$ cat src/rtl/rdx_pkg.sv
// Shared types, constants and helpers for the radix integer-to-digits block.
// No dependencies; every rtl module refers to it by scoped names.
package rdx_pkg;

   localparam int VALUE_BITS  = 32;
   localparam int DIGIT_W     = 6;
   localparam int RADIX_W     = 6;
   localparam int CHAR_W      = 7;
   localparam int BIT_W       = $clog2(VALUE_BITS);
   localparam int IDX_W       = $clog2(VALUE_BITS);
   localparam int CNT_W       = IDX_W + 1;
   localparam int BANKS       = 2;
   localparam int BANK_W      = $clog2(BANKS);
   localparam int MEM_ADDR_W  = BANK_W + IDX_W;
   localparam int JOB_DEPTH   = 2;
   localparam int JOB_PTR_W   = $clog2(JOB_DEPTH);
   localparam int JOB_LEVEL_W = $clog2(JOB_DEPTH + 1);

   localparam logic [RADIX_W-1:0] RADIX_RESET = RADIX_W'(10);
   localparam logic [RADIX_W-1:0] RADIX_MIN   = RADIX_W'(2);
   localparam logic [RADIX_W-1:0] RADIX_MAX   = RADIX_W'(36);

   localparam logic [CHAR_W-1:0] CHAR_ZERO = CHAR_W'(48);   // '0'
   localparam logic [CHAR_W-1:0] CHAR_A    = CHAR_W'(97);   // 'a'
   localparam logic [DIGIT_W-1:0] DEC_MAX  = DIGIT_W'(9);
   localparam logic [DIGIT_W-1:0] DEC_BASE = DIGIT_W'(10);

   typedef enum logic {
      FRONT_IDLE,
      FRONT_DIVIDE
   } front_state_type;

   typedef enum logic {
      BACK_IDLE,
      BACK_EMIT
   } back_state_type;

   // digit store write port, front to back
   typedef struct packed {
      logic                  en;
      logic [MEM_ADDR_W-1:0] addr;
      logic [DIGIT_W-1:0]    data;
   } mem_wr_type;

   // job queue status
   typedef struct packed {
      logic full;
      logic empty;
   } job_stat_type;

   function automatic logic [CHAR_W-1:0] digit_to_char(input logic [DIGIT_W-1:0] d);
      logic [CHAR_W-1:0] c;
      if (d > DEC_MAX) begin
         c = CHAR_A + CHAR_W'(d - DEC_BASE);
      end else begin
         c = CHAR_ZERO + CHAR_W'(d);
      end
      return c;
   endfunction

   function automatic logic [RADIX_W-1:0] clamp_radix(input logic [RADIX_W-1:0] r);
      logic [RADIX_W-1:0] e;
      if (r < RADIX_MIN) begin
         e = RADIX_MIN;
      end else if (r > RADIX_MAX) begin
         e = RADIX_MAX;
      end else begin
         e = r;
      end
      return e;
   endfunction

endpackage

$ cat src/rtl/radix_integer_to_digits_top.sv
// Top level of the radix integer-to-digits converter.
// Instantiates rdx_front, rdx_job_queue and rdx_back; uses rdx_pkg.
//
//   channel   ports                                   handshake
//   req       req_value_bits                          req_push / req_full
//   rsp       rsp_digit_char, rsp_is_last             rsp_pop / rsp_empty
//   csr       csr_radix                               csr_we
//
// A nonzero word is divided bit-serially, a pass over all 32 bits per digit, so a word of
// d digits holds the front for d passes (at most 32); a zero word needs no division.
// Digits leave via the registered store read; a read waits for the last to move on.
// The store has two banks: the front takes a new word while the back still drains
// the previous one; req_full rises while it divides or both banks hold unread digits.
// Synchronous reset clears control state only; the digit store needs no clearing pass.
module radix_integer_to_digits_top (
   input  logic                            clock,
   input  logic                            reset,
   input  logic                            csr_we,
   input  logic [rdx_pkg::RADIX_W-1:0]     csr_radix,
   input  logic                            req_push,
   output logic                            req_full,
   input  logic [rdx_pkg::VALUE_BITS-1:0]  req_value_bits,
   output logic                            rsp_empty,
   input  logic                            rsp_pop,
   output logic [rdx_pkg::CHAR_W-1:0]      rsp_digit_char,
   output logic                            rsp_is_last
);

   rdx_pkg::job_stat_type      job_stat;
   rdx_pkg::mem_wr_type        mem_wr;
   logic                       job_push;
   logic                       job_pop;
   logic [rdx_pkg::CNT_W-1:0]  push_count;
   logic [rdx_pkg::CNT_W-1:0]  head_count;

   rdx_front u_front (
      .clock          (clock),
      .reset          (reset),
      .csr_we         (csr_we),
      .csr_radix      (csr_radix),
      .req_push       (req_push),
      .req_full       (req_full),
      .req_value_bits (req_value_bits),
      .job_stat       (job_stat),
      .job_push       (job_push),
      .job_count      (push_count),
      .mem_wr         (mem_wr)
   );

   rdx_job_queue u_queue (
      .clock      (clock),
      .reset      (reset),
      .push       (job_push),
      .push_count (push_count),
      .pop        (job_pop),
      .head_count (head_count),
      .stat       (job_stat)
   );

   rdx_back u_back (
      .clock          (clock),
      .reset          (reset),
      .mem_wr         (mem_wr),
      .job_stat       (job_stat),
      .job_count      (head_count),
      .job_pop        (job_pop),
      .rsp_empty      (rsp_empty),
      .rsp_pop        (rsp_pop),
      .rsp_digit_char (rsp_digit_char),
      .rsp_is_last    (rsp_is_last)
   );

endmodule

$ cat src/rtl/rdx_front.sv
// Front end: radix register, word intake and bit-serial division by the radix.
// Writes remainders into the digit store and queues a digit count per word. Uses rdx_pkg.
module rdx_front (
   input  logic                              clock,
   input  logic                              reset,
   input  logic                              csr_we,
   input  logic [rdx_pkg::RADIX_W-1:0]       csr_radix,
   input  logic                              req_push,
   output logic                              req_full,
   input  logic [rdx_pkg::VALUE_BITS-1:0]    req_value_bits,
   input  rdx_pkg::job_stat_type             job_stat,
   output logic                              job_push,
   output logic [rdx_pkg::CNT_W-1:0]         job_count,
   output rdx_pkg::mem_wr_type               mem_wr
);

   rdx_pkg::front_state_type state_ff, state_in;
   logic [rdx_pkg::RADIX_W-1:0]    radix_ff;
   logic [rdx_pkg::RADIX_W-1:0]    div_ff, div_in;
   logic [rdx_pkg::VALUE_BITS-1:0] val_ff, val_in;
   logic [rdx_pkg::DIGIT_W-1:0]    rem_ff, rem_in;
   logic [rdx_pkg::BIT_W-1:0]      bit_cnt_ff, bit_cnt_in;
   logic [rdx_pkg::IDX_W-1:0]      idx_ff, idx_in;
   logic [rdx_pkg::BANK_W-1:0]     bank_ff, bank_in;

   logic                           accept;
   logic [rdx_pkg::DIGIT_W:0]      trial;
   logic                           q_bit;
   logic [rdx_pkg::DIGIT_W-1:0]    rem_step;
   logic [rdx_pkg::VALUE_BITS-1:0] quot;
   logic                           last_bit;

   assign req_full = (state_ff != rdx_pkg::FRONT_IDLE) || job_stat.full;
   assign accept   = req_push && !req_full;

   // one restoring division step: shift in the next dividend bit, subtract if it fits
   assign trial    = {rem_ff, val_ff[rdx_pkg::VALUE_BITS-1]};
   assign q_bit    = (trial >= {1'b0, div_ff});
   assign rem_step = q_bit ? rdx_pkg::DIGIT_W'(trial - {1'b0, div_ff})
                           : rdx_pkg::DIGIT_W'(trial);
   assign quot     = {val_ff[rdx_pkg::VALUE_BITS-2:0], q_bit};
   assign last_bit = (bit_cnt_ff == rdx_pkg::BIT_W'(rdx_pkg::VALUE_BITS - 1));

   always_ff @(posedge clock) begin
      if (reset) begin
         state_ff <= rdx_pkg::FRONT_IDLE;
         radix_ff <= rdx_pkg::RADIX_RESET;
         bank_ff  <= '0;
      end else begin
         state_ff <= state_in;
         bank_ff  <= bank_in;
         if (csr_we) begin
            radix_ff <= csr_radix;
         end
      end
   end

   always_ff @(posedge clock) begin
      div_ff     <= div_in;
      val_ff     <= val_in;
      rem_ff     <= rem_in;
      bit_cnt_ff <= bit_cnt_in;
      idx_ff     <= idx_in;
   end

   always_comb begin
      state_in   = state_ff;
      div_in     = div_ff;
      val_in     = val_ff;
      rem_in     = rem_ff;
      bit_cnt_in = bit_cnt_ff;
      idx_in     = idx_ff;
      bank_in    = bank_ff;
      job_push   = 1'b0;
      job_count  = '0;
      mem_wr     = '0;
      case (state_ff)
         rdx_pkg::FRONT_IDLE: begin
            if (accept) begin
               div_in     = rdx_pkg::clamp_radix(radix_ff);
               val_in     = req_value_bits;
               rem_in     = '0;
               bit_cnt_in = '0;
               idx_in     = '0;
               if (req_value_bits == '0) begin
                  // zero word: one digit '0', no division
                  mem_wr.en   = 1'b1;
                  mem_wr.addr = {bank_ff, rdx_pkg::IDX_W'(0)};
                  mem_wr.data = '0;
                  job_push    = 1'b1;
                  job_count   = rdx_pkg::CNT_W'(1);
                  bank_in     = bank_ff + 1'b1;
               end else begin
                  state_in = rdx_pkg::FRONT_DIVIDE;
               end
            end
         end
         rdx_pkg::FRONT_DIVIDE: begin
            val_in     = quot;
            rem_in     = rem_step;
            bit_cnt_in = bit_cnt_ff + 1'b1;
            if (last_bit) begin
               mem_wr.en   = 1'b1;
               mem_wr.addr = {bank_ff, idx_ff};
               mem_wr.data = rem_step;
               rem_in      = '0;
               idx_in      = idx_ff + 1'b1;
               if (quot == '0) begin
                  job_push  = 1'b1;
                  job_count = rdx_pkg::CNT_W'(idx_ff) + rdx_pkg::CNT_W'(1);
                  bank_in   = bank_ff + 1'b1;
                  state_in  = rdx_pkg::FRONT_IDLE;
               end
            end
         end
         default: begin
            state_in = rdx_pkg::FRONT_IDLE;
         end
      endcase
   end

   a_rem_below_radix: assert property (@(posedge clock) disable iff (reset)
      state_ff == rdx_pkg::FRONT_DIVIDE |-> rem_ff < div_ff)
      else $error("partial remainder reached the divisor");

   a_push_has_room: assert property (@(posedge clock) disable iff (reset)
      job_push |-> !job_stat.full)
      else $error("job pushed into a full queue");

   a_divisor_in_range: assert property (@(posedge clock) disable iff (reset)
      state_ff == rdx_pkg::FRONT_DIVIDE |-> (div_ff >= rdx_pkg::RADIX_MIN &&
                                             div_ff <= rdx_pkg::RADIX_MAX))
      else $error("divisor outside 2..36");

endmodule

$ cat src/rtl/rdx_job_queue.sv
// Short queue of digit counts between the divider front and the emitter back.
// Each entry stands for one bank of the digit store. Uses rdx_pkg.
module rdx_job_queue (
   input  logic                       clock,
   input  logic                       reset,
   input  logic                       push,
   input  logic [rdx_pkg::CNT_W-1:0]  push_count,
   input  logic                       pop,
   output logic [rdx_pkg::CNT_W-1:0]  head_count,
   output rdx_pkg::job_stat_type      stat
);

   logic [rdx_pkg::CNT_W-1:0]       entry_ff [rdx_pkg::JOB_DEPTH];
   logic [rdx_pkg::JOB_PTR_W-1:0]   wr_ptr_ff, rd_ptr_ff;
   logic [rdx_pkg::JOB_LEVEL_W-1:0] level_ff, level_in;

   assign stat.full  = (level_ff == rdx_pkg::JOB_LEVEL_W'(rdx_pkg::JOB_DEPTH));
   assign stat.empty = (level_ff == '0);
   assign head_count = entry_ff[rd_ptr_ff];

   always_comb begin
      level_in = level_ff;
      case ({push, pop})
         2'b10:   level_in = level_ff + 1'b1;
         2'b01:   level_in = level_ff - 1'b1;
         default: level_in = level_ff;
      endcase
   end

   always_ff @(posedge clock) begin
      if (reset) begin
         wr_ptr_ff <= '0;
         rd_ptr_ff <= '0;
         level_ff  <= '0;
      end else begin
         level_ff <= level_in;
         if (push) begin
            wr_ptr_ff <= wr_ptr_ff + 1'b1;
         end
         if (pop) begin
            rd_ptr_ff <= rd_ptr_ff + 1'b1;
         end
      end
   end

   always_ff @(posedge clock) begin
      if (push) begin
         entry_ff[wr_ptr_ff] <= push_count;
      end
   end

   a_no_pop_empty: assert property (@(posedge clock) disable iff (reset)
      pop |-> !stat.empty)
      else $error("job popped from an empty queue");

   a_level_bound: assert property (@(posedge clock) disable iff (reset)
      level_ff <= rdx_pkg::JOB_LEVEL_W'(rdx_pkg::JOB_DEPTH))
      else $error("job queue level overran its depth");

endmodule

$ cat src/rtl/rdx_back.sv
// Back end: two-bank digit store and emitter that reads digits most significant first.
// Registered store read feeds an output register that holds the character until popped. Uses rdx_pkg.
module rdx_back (
   input  logic                             clock,
   input  logic                             reset,
   input  rdx_pkg::mem_wr_type              mem_wr,
   input  rdx_pkg::job_stat_type            job_stat,
   input  logic [rdx_pkg::CNT_W-1:0]        job_count,
   output logic                             job_pop,
   output logic                             rsp_empty,
   input  logic                             rsp_pop,
   output logic [rdx_pkg::CHAR_W-1:0]       rsp_digit_char,
   output logic                             rsp_is_last
);

   localparam int MEM_DEPTH = 1 << rdx_pkg::MEM_ADDR_W;

   logic [rdx_pkg::DIGIT_W-1:0] mem [MEM_DEPTH];

   rdx_pkg::back_state_type state_ff, state_in;
   logic [rdx_pkg::IDX_W-1:0]   k_ff, k_in;
   logic [rdx_pkg::BANK_W-1:0]  bank_ff, bank_in;
   logic                        rd_valid_ff, rd_valid_in;
   logic                        rd_last_ff;
   logic [rdx_pkg::DIGIT_W-1:0] rdata_ff;
   logic                        out_valid_ff, out_valid_in;
   logic [rdx_pkg::CHAR_W-1:0]  out_char_ff;
   logic                        out_last_ff;

   logic pop_fire, out_free, issue, move;

   assign pop_fire = out_valid_ff && rsp_pop;
   assign out_free = !out_valid_ff || pop_fire;
   assign issue    = (state_ff == rdx_pkg::BACK_EMIT) && !rd_valid_ff && out_free;
   assign move     = rd_valid_ff && out_free;

   assign rsp_empty      = !out_valid_ff;
   assign rsp_digit_char = out_char_ff;
   assign rsp_is_last    = out_last_ff;

   always_comb begin
      state_in = state_ff;
      k_in     = k_ff;
      bank_in  = bank_ff;
      job_pop  = 1'b0;
      case (state_ff)
         rdx_pkg::BACK_IDLE: begin
            if (!job_stat.empty) begin
               k_in     = rdx_pkg::IDX_W'(job_count - rdx_pkg::CNT_W'(1));
               state_in = rdx_pkg::BACK_EMIT;
            end
         end
         rdx_pkg::BACK_EMIT: begin
            if (issue) begin
               if (k_ff == '0) begin
                  // last digit read: release the bank
                  job_pop  = 1'b1;
                  bank_in  = bank_ff + 1'b1;
                  state_in = rdx_pkg::BACK_IDLE;
               end else begin
                  k_in = k_ff - 1'b1;
               end
            end
         end
         default: begin
            state_in = rdx_pkg::BACK_IDLE;
         end
      endcase
      rd_valid_in  = issue ? 1'b1 : (move ? 1'b0 : rd_valid_ff);
      out_valid_in = move ? 1'b1 : (pop_fire ? 1'b0 : out_valid_ff);
   end

   always_ff @(posedge clock) begin
      if (reset) begin
         state_ff     <= rdx_pkg::BACK_IDLE;
         bank_ff      <= '0;
         rd_valid_ff  <= 1'b0;
         out_valid_ff <= 1'b0;
      end else begin
         state_ff     <= state_in;
         bank_ff      <= bank_in;
         rd_valid_ff  <= rd_valid_in;
         out_valid_ff <= out_valid_in;
      end
   end

   always_ff @(posedge clock) begin
      k_ff <= k_in;
      if (issue) begin
         rd_last_ff <= (k_ff == '0);
      end
      if (move) begin
         out_char_ff <= rdx_pkg::digit_to_char(rdata_ff);
         out_last_ff <= rd_last_ff;
      end
   end

   // digit store: one write port from the front, one registered read port
   always_ff @(posedge clock) begin
      if (mem_wr.en) begin
         mem[mem_wr.addr] <= mem_wr.data;
      end
      if (issue) begin
         rdata_ff <= mem[{bank_ff, k_ff}];
      end
   end

   a_fetch_lands: assert property (@(posedge clock) disable iff (reset)
      rd_valid_ff && !out_valid_ff |=> out_valid_ff)
      else $error("fetched digit did not reach the output register");

endmodule
$ cat config.mk
export PLATFORM = sky130hd
export DESIGN_NAME = radix_integer_to_digits_top
export DESIGN_NICKNAME = d
export VERILOG_FILES = /design/src/rtl/rdx_pkg.sv /design/src/rtl/radix_integer_to_digits_top.sv /design/src/rtl/rdx_front.sv /design/src/rtl/rdx_job_queue.sv /design/src/rtl/rdx_back.sv
export SDC_FILE = /design/constraint.sdc
export NUM_CORES = 1
export LEC_CHECK = 0
export BUFFER_PORTS_ARGS = -buffer_cell sky130_fd_sc_hd__buf_2
export CAP_MARGIN = 20
export CORE_UTILIZATION = 39
export CTS_BUF_LIST = sky130_fd_sc_hd__clkbuf_2
export CTS_CLUSTER_DIAMETER = 80
export CTS_CLUSTER_SIZE = 8
export DETAILED_ROUTE_END_ITERATION = 8
export PLACE_DENSITY = 0.54
export RECOVER_POWER = 50
export SETUP_SLACK_MARGIN = 0.15
export SLEW_MARGIN = 20
export SYNTH_ARGS = -nofsm -noshare
export SYNTH_HDL_FRONTEND = slang
export SYNTH_HIERARCHICAL = 1
export SYNTH_SLANG_ARGS = --single-unit
$ cat constraint.sdc
create_clock -name clock -period 5.46 [get_ports clock]
set_input_delay 0 -clock clock [delete_from_list [all_inputs] [get_ports clock]]
set_output_delay 0 -clock clock [all_outputs]
set_load 0.05 [all_outputs]
==> results of run 1 <==
## per-layer routing
metal  GRT usage (%)  wire length, um  share of wire, %
met1            25.0            21100                45
met2            29.7            22800                48
met3            3.45             2220               4.7
met4            6.00             1220               2.6
met5               0                0                 0
## metrics by stage
stage | instance area (um2) | setup slack (ps) | cells | power (mW)
floorplan | 20300 | 614 | 1176 | 4.37
global placement | 21300 | 1730 | 1870 | 4.46
detailed placement | 21300 | 1630 | 1870 | 4.47
CTS | 22800 | 1510 | 2065 | 6.27
global route | 22700 | 742 | 2068 | 6.44
finish | 22700 | 1110 | 2068 | 6.18
## state kept, by name (all words and copies together) (netlist names), 5 cells and up, named ones only
signal,cells
u_back/mem,384
u_front/val_ff,32
u_queue/entry_ff,10
u_back/rsp_digit_char,7
u_back/rdata_ff,6
u_front/div_ff,6
u_front/radix_ff,6
u_front/rem_ff,6
u_back/k_ff,5
u_front/bit_cnt_ff,5
u_front/idx_ff,5
## worst min path at each step
stage | depth (start not counted) | from | end
2_1_floorplan | 1 | reset | u_queue/level_ff[1]
3_3_place_gp | 2 | csr_radix[3] | u_front/radix_ff[3]
3_5_place_dp | 2 | csr_radix[3] | u_front/radix_ff[3]
4_1_cts | 7 | req_value_bits[9] | u_front/bank_ff
5_1_grt | 7 | req_value_bits[1] | u_front/bank_ff
6_report | 7 | req_value_bits[1] | u_front/bank_ff
## critical path: cells and delay by family (launching register included)
kind	cells	cell delay [ps]
flip-flops	1	940
AO/OA/AOI/OAI	4	960
multiplexers	1	550
buffers and inverters	1	1640
## report_power, final
group	switching [mW]	internal, mW	leakage, nW
Combinational	0.154	0.141	2.45
Sequential	0.0403	4.09	4.50
Clock	1.23	0.525	0.412
Total	1.42	4.76	7.36
## cells in the final DEF, fill, tap and decap left out, drive strengths merged, types with 18 or more instances in the layout
cell         count
buf             56
o21ai           21
mux2            43
mux4            88
nor4            22
nor2           118
clkbuf         108
nor2b           25
inv             25
ha              18
mux2i           35
nand2           48
dlygate4sd3     98
nand3           18
edfxtp         468
## final cells by class
type                    count  area (um2)
well taps                 680         851
repair buffers            172        1380
multi-input cells         607        5480
diodes                      3        7.51
inverters                  24        90.1
clock buffers              90         450
clock inverters             7        86.3
fillers                  4515       28700
flip-flops and latches    485       14400
## timing repair
item	in CTS	in global routing
hold endpoints to repair	92	0
hold buffers	98	0
setup buffers	0	0
==> impl_metrics.tcl, run 1 <==
set metrics [dict create \
    drt_first_pass_iters 6 \
    synth_area_um2 20300 \
    initial_core_util_pct 39.5 \
    avgSynthCellArea_um2 17.3 \
    tns_ps 0 \
    antenna_found_initial 3 \
    crit_path_start_kind "flop" \
    grt_overflow 0 \
    crit_end "u_back/rdata_ff[2]" \
    fmax_mhz 230 \
    dp_hpwl_um 29000 \
    cts_tree "yes" \
    worst_slew_pin_slew_ps 2980 \
    syn_inst 1176 \
    cp.arrival_ps 5150 \
    port_buffers 52 \
    rr_endpoint "u_back/rdata_ff[2]" \
    post-route-util_pct 44.2 \
    finalCriticalPeriod_ps 4350 \
    crit_required_ps 6260 \
    maxCapViolations 5 \
    path_clk_slew_ps 160 \
    crit_start "u_back/k_ff[2]" \
    hold_viol 0 \
    drive_above_1_share_pct 21.2 \
    max_stage_delay_ps 1640 \
    fp.dieW_um 230 \
    violations "max-capacitance violations, max-slew violations" \
    die_h_um 230 \
    setup_violations 0 \
    die_area_um2 53000 \
    slowest_stage "clkbuf_1" \
    slew-limit-headroom_pct -98.5 \
    finClkSkew_ps 118 \
    via_count 11200 \
    cts_made_buffers 70 \
    nets 1422 \
    wire_per_inst_um 22.9 \
    track_usage_pct 18.4 \
    root_buffer "clkbuf_2" \
    cts_max_path_buffers 3 \
    ctsResizeCount 0 \
    gp_congestion 0.801 \
    avgViaCountPerCell 5.40 \
    cp_cell_sequence "clkbuf_1 > mux4_2 > o22ai_1 > a2111oi_0 > o21ai_0 > o311ai_1" \
    yosys_warnings 6 \
    reg2reg_depth 6 \
    worstPathMaxFanout 37 \
    first_global_vias 11600 \
    end_kind "flop" \
    cts.sinks 485 \
    r2r_start "u_back/k_ff[2]" \
    insertion_delay_ps 1060 \
    io_pins 53 \
    outcome "finished with violations" \
    ant_nets 0 \
    drv_slew 148 \
    path_class "flop to flop" \
    grt_pass1_wl_um 72500 \
    rrSetupSlack_ps 1110 \
    fin_crit_sh_pct 79.7 \
    wirelength_um 47300 \
    vdd_drop_max_mv 0.157 \
    row_count 83 \
    syn-num-nets 1238 \
    power_density_nw_per_um2 272 \
    fp.coreArea_um2 51400 \
    leakage_nw 7.36 \
    cts_htree_levels 3 \
    rsz0062_at_grt "no" \
    remaining_drc_errors 0 \
    min_path_type "primary input to flop" \
    drt-initial-drc-count 959 \
    grt_max_degree 65 \
    area_growth_pct 12.0 \
    hold_ws_ps 317 \
]
No activity file was read; power rests on OpenSTA's default activity.
==> run 2: changes to the inputs <==
--- a/config.mk
+++ b/config.mk
@@ -12,7 +12,7 @@
 export CTS_CLUSTER_DIAMETER = 80
 export CTS_CLUSTER_SIZE = 8
 export DETAILED_ROUTE_END_ITERATION = 8
-export PLACE_DENSITY = 0.54
+export PLACE_DENSITY = 0.56
 export RECOVER_POWER = 50
 export SETUP_SLACK_MARGIN = 0.15
 export SLEW_MARGIN = 20
==> constraint.sdc (replaced) <==
create_clock -name clock -period 3.7 [get_ports clock]
set_input_delay 0 -clock clock [delete_from_list [all_inputs] [get_ports clock]]
set_output_delay 0 -clock clock [all_outputs]
set_load 0.05 [all_outputs]
==> run 2 against run 1 <==
The flow now finishes without violations. Total power rose by 49%. First-iteration DRC count fell by 13%. Setup slack got worse by 780 ps. Largest power group unchanged. Via count fell by 0.35%. Cell count rose by 1.3%. Sequential power rose by 47%. Register-to-register slack got worse by 780 ps.
==> impl_metrics.tcl, run 2 (synthesis results as in run 1) <==
set metrics [dict create \
    wirelength_um 46300 \
    finClkSkew_ps 83.8 \
    rsz0062_at_grt "no" \
    first_global_vias 11600 \
    post_cts_buffers 0 \
    port_buffers 52 \
    internal_power_mw 7.11 \
    setup_violations 0 \
    fmax_mhz 296 \
    hold_path_depth 4 \
    power_density_nw_per_um2 401 \
    avgViaCountPerCell 5.32 \
    final_cell_mix "edfxtp_1, nor2_1, clkbuf_2, dlygate4sd3_1, mux4_2" \
    cts_htree_levels 3 \
    cts_tree "yes" \
    worst_slew_pin_slew_ps 1250 \
    dpl_cell_area_um2 21600 \
    pwr-share-comb_pct 4.7 \
    max_stage_delay_ps 970 \
    crit_required_ps 4290 \
    drt-initial-drc-count 838 \
    grt_pass1_wl_um 70700 \
    via_count 11100 \
    p_sw_share_pct 22.9 \
    cts.sinks 485 \
    worstPathMaxFanout 64 \
    grt_max_degree 82 \
    slowest_stage "buf_2" \
    largest_register_ffs 384 \
    die_h_um 230 \
    p_seq_share_pct 66.1 \
    row_count 83 \
    io_pins 53 \
    tns_ps 0 \
    grt_overflow 0 \
    outcome "complete, no violations" \
    gp_congestion 0.807 \
    holdPathEnd "u_front/val_ff[25]" \
    clock_power_share_pct 29.2 \
    wire_per_inst_um 22.1 \
    die_area_um2 53000 \
    insertion_delay_ps 1030 \
    crit_path_start_kind "flop" \
    slew-limit-headroom_pct 16.8 \
    min_path_type "primary input to flop" \
    path_class "flop to flop" \
    fp.coreArea_um2 51400 \
    nets 1446 \
    cp_cell_sequence "ha_1 > a211oi_1 > nand2_2 > a41o_1 > a211oi_4 > buf_2" \
    remaining_drc_errors 0 \
    drive_above_1_share_pct 22.8 \
    instances_no_fill 2095 \
    drv_slew 0 \
    cts_made_buffers 70 \
    final_common_cell "edfxtp_1" \
    antenna_found_initial 2 \
    finalCriticalPeriod_ps 3370 \
    path_clk_slew_ps 170 \
    dp_hpwl_um 27800 \
    root_buffer "clkbuf_2" \
    initial_core_util_pct 39.5 \
    min_from "req_value_bits[25]" \
    rrSetupSlack_ps 330 \
    rr_endpoint "u_back/mem[51][3]" \
    vdd_drop_max_mv 0.206 \
    leakage_nw 7.52 \
    end_kind "flop" \
    maxCapViolations 0 \
    cp.arrival_ps 3960 \
    ant_nets 0 \
    fin_crit_sh_pct 91.2 \
    r2r_start "u_front/rem_ff[4]" \
    reg_top3 "u_back/mem (384), u_front/val_ff (32), u_queue/entry_ff (10)" \
    top_register "u_back/mem" \
    hold_viol 0 \
    drt_first_pass_iters 4 \
    reg2reg_depth 6 \
    cts_max_path_buffers 3 \
    place_inst 1898 \
    netSwitchingPower_mw 2.11 \
    post-route-cell-area_um2 23000 \
    track_usage_pct 17.8 \
    fp.dieW_um 230 \
    area_growth_pct 13.4 \
]
[run 2: metal layers]
layer | GRT usage (%) | vias to the layer above | wire [um]
li1 | - | 5088 | -
met1 | 23.6 | 5676 | 20400
met2 | 29.5 | 287 | 22800
met3 | 3.15 | 84 | 1940
met4 | 6.23 | 0 | 1110
met5 | 0 | - | 0
[run 2: area by class of cell]
type | instances | area (um2)
Clock inverter | 5 | 98.8
Inverter | 24 | 90.1
Tap cell | 680 | 851
Multi-Input combinational cell | 607 | 5490
Fill cell | 4551 | 28400
Antenna cell | 4 | 10.0
Sequential cell | 485 | 14400
Timing Repair Buffer | 196 | 1610
Clock buffer | 94 | 470
[run 2: critical path: cells and delay by family (launching register included)]
kind	cells	cell delay (ps)
compound gates	3	990
buf+inv	1	970
flops	1	460
simple gates	1	90
fa+ha+maj	1	390
[run 2: how the worst max path moves through the flow]
stage / from / end / slack [ps] / depth (start not counted)
detailed placement: u_front/bit_cnt_ff[0] / u_queue/level_ff[1] / 330 / 11
global placement: u_front/bit_cnt_ff[0] / u_queue/level_ff[1] / 430 / 11
CTS: u_front/bit_cnt_ff[0] / u_queue/level_ff[1] / 260 / 11
global route: u_front/rem_ff[4] / u_back/mem[51][3] / 140 / 6
finish: u_front/rem_ff[4] / u_back/mem[51][3] / 330 / 6
floorplan: u_front/rem_ff[4] / u_back/mem[0][3] / 220 / 6
[run 2: timing repair]
item,in CTS,in global routing
endpoints found under the setup margin,0,5
hold buffers,94,0
gates resized for setup,0,2
hold endpoints to repair,92,0
[run 2: power groups by stage]
stage	registers [mW]	logic (mW)	clock network, mW
2_1_floorplan	6.19	0.268	0
3_3_place_gp	6.22	0.371	0
3_5_place_dp	6.22	0.375	0
4_1_cts	6.10	0.454	2.82
5_1_grt	6.11	0.478	3.01
6_report	6.09	0.434	2.69
[run 2: through the flow]
step / total power [mW] / hold slack, ps / setup WS, ps / utilization [%]
2_1_floorplan: 6.46 / 69.1 / 217 / -
3_3_place_gp: 6.59 / 207 / 428 / 42.1
3_5_place_dp: 6.59 / 211 / 329 / 42.1
4_1_cts: 9.37 / 199 / 263 / 45.0
5_1_grt: 9.59 / 290 / 139 / 44.8
6_report: 9.22 / 402 / 326 / 44.8
==> run 3: changes to the inputs <==
--- a/config.mk
+++ b/config.mk
@@ -12,6 +12,7 @@
 export CTS_CLUSTER_DIAMETER = 80
 export CTS_CLUSTER_SIZE = 8
 export DETAILED_ROUTE_END_ITERATION = 8
+export MAX_ROUTING_LAYER = met4
 export PLACE_DENSITY = 0.56
 export RECOVER_POWER = 50
 export SETUP_SLACK_MARGIN = 0.15
==> run 3 against run 2 <==
Fmax is 1.6% lower. Non-clock buffer count unchanged. Critical path type unchanged. Combinational power hardly changed. Highest routed layer unchanged. Utilization hardly changed. Cell count did not move. Sequential power about the same. Hold slack better by 9.8 ps.
==> impl_metrics.tcl, run 3 (synthesis results as in run 1) <==
set metrics [dict create \
    antenna_found_initial 2 \
    globalRouteMet3Util_pct 3.13 \
    drt_first_pass_iters 5 \
    area_growth_pct 13.3 \
    path_clk_slew_ps 170 \
    hold_viol 0 \
    grt_pass1_wl_um 70700 \
    power_density_nw_per_um2 401 \
    cts.sinks 485 \
    slew-limit-headroom_pct 17.0 \
    final_common_cell "edfxtp_1" \
    vdd_drop_max_mv 0.206 \
    top_register "u_back/mem" \
    track_usage_pct 18.4 \
    p_seq_share_pct 66.1 \
    n_fill_cell 4553 \
    grt_max_degree 82 \
    path_class "flop to flop" \
    root_buffer "clkbuf_2" \
    row_count 83 \
    wire_per_inst_um 22.1 \
    outcome "complete, no violations" \
    nets 1446 \
    cp.arrival_ps 4010 \
    gp_congestion 0.819 \
    via_count 11100 \
    maxCapViolations 0 \
    finClkSkew_ps 82.6 \
    grt.busiest_layer "met2" \
    post-route-cell-area_um2 23000 \
    fmax_mhz 292 \
    initial_core_util_pct 39.5 \
    clock_power_share_pct 29.2 \
    drt-initial-drc-count 773 \
    worst_slew_pin_slew_ps 1250 \
    drive_above_1_share_pct 22.8 \
    min_path_type "primary input to flop" \
    largest_register_ffs 384 \
    ant_nets 0 \
    use_met1_pct 23.6 \
    cts_tree "yes" \
    worstPathMaxFanout 64 \
    p_sw_share_pct 22.9 \
    dpl_cell_area_um2 21600 \
    fp.coreArea_um2 51400 \
    io_pins 53 \
    reg_top3 "u_back/mem (384), u_front/val_ff (32), u_queue/entry_ff (10)" \
    fin_crit_sh_pct 92.6 \
    fp.dieW_um 230 \
    dp_hpwl_um 27800 \
    hold_ws_ps 412 \
    avgViaCountPerCell 5.30 \
    gr-usage-met2_pct 29.6 \
    wirelength_um 46400 \
    die_h_um 230 \
    setup_violations 0 \
    rsz0062_at_grt "no" \
    internal_power_mw 7.11 \
    final_cell_mix "edfxtp_1, nor2_1, clkbuf_2, dlygate4sd3_1, mux4_2" \
    tns_ps 0 \
    insertion_delay_ps 1040 \
    power_mw 9.22 \
    drv_slew 0 \
    pwr-share-comb_pct 4.7 \
    cts_htree_levels 3 \
    cts_max_path_buffers 3 \
    crit_path_start_kind "flop" \
    finalCriticalPeriod_ps 3430 \
    end_kind "flop" \
    port_buffers 52 \
    grt_overflow 0 \
    cts_made_buffers 70 \
    first_global_vias 11600 \
    crit_required_ps 4280 \
    netSwitchingPower_mw 2.12 \
    die_area_um2 53000 \
    leakage_nw 7.52 \
    remaining_drc_errors 0 \
]
run 3: cell count changes in the layout (fill, tap and decap cells not counted), sizes merged:
| cell | previous run | this run |
|---|---|---|
| buf | 78 | 79 |
| clkbuf | 118 | 117 |
run 3: area by class of cell:
type	instances	area (um2)	share of cell area [%]
timing repair buffer	196	1610	6.99
clock buffer	94	470	2.04
tap	680	851	3.70
antenna	4	10.0	0.0435
inverter	24	90.1	0.391
multi-input combinational	607	5490	23.9
clock inverter	5	98.8	0.430
sequential	485	14400	62.5
run 3: critical path, cell delays in order (launching register included):
cell	delay (ps)
edfxtp_1	460
ha_1	390
a211oi_1	420
nand2_2	90
a41o_1	340
mux2i_1	220
nor2_4	100
buf_2	940
run 3: path summary, 6_finish.rpt:
path / depth (start not counted) / slack, ps / endpoint / startpoint
setup / recovery: 7 / 270 / u_back/mem[58][4] / u_front/rem_ff[4]
hold reg to reg: 0 / 440 / u_back/rsp_is_last / u_back/rd_last_ff
setup reg to reg: 7 / 270 / u_back/mem[58][4] / u_front/rem_ff[4]
hold / removal: 4 / 410 / u_front/val_ff[25] / req_value_bits[25]
run 3: layer usage:
metal / part of all wire, % / wire (um) / vias to the layer above
met5: 0 / 0 / -
met4: 2.3 / 1080 / 0
met3: 4.5 / 2080 / 84
met2: 49 / 22700 / 287
met1: 44 / 20500 / 5651
li1: - / - / 5091
run 3: stage by stage:
step	std cells	util (%)	setup slack, ps
6_report	2095	44.8	273
4_1_cts	2091	45.0	263
2_1_floorplan	1176	-	217
5_1_grt	2095	44.8	29.2
3_3_place_gp	1898	42.1	428
3_5_place_dp	1898	42.1	329
run 3: timing repair:
| item | 4_1_cts | 5_1_grt |
|---|---|---|
| setup endpoints to repair | 0 | 5 |
| buffers inserted | 0 | 0 |
| resized for setup | 0 | 2 |
| endpoints found under the hold margin | 92 | 0 |
| hold buffers | 94 | 0 |
run 3: power groups by stage:
stage | Clock [mW] | Combinational (mW) | Sequential [mW]
after detailed placement | 0 | 0.375 | 6.22
after global routing | 3.01 | 0.478 | 6.11
after CTS | 2.82 | 0.454 | 6.10
after global placement | 0 | 0.371 | 6.22
final | 2.70 | 0.434 | 6.09
after floorplan | 0 | 0.268 | 6.19
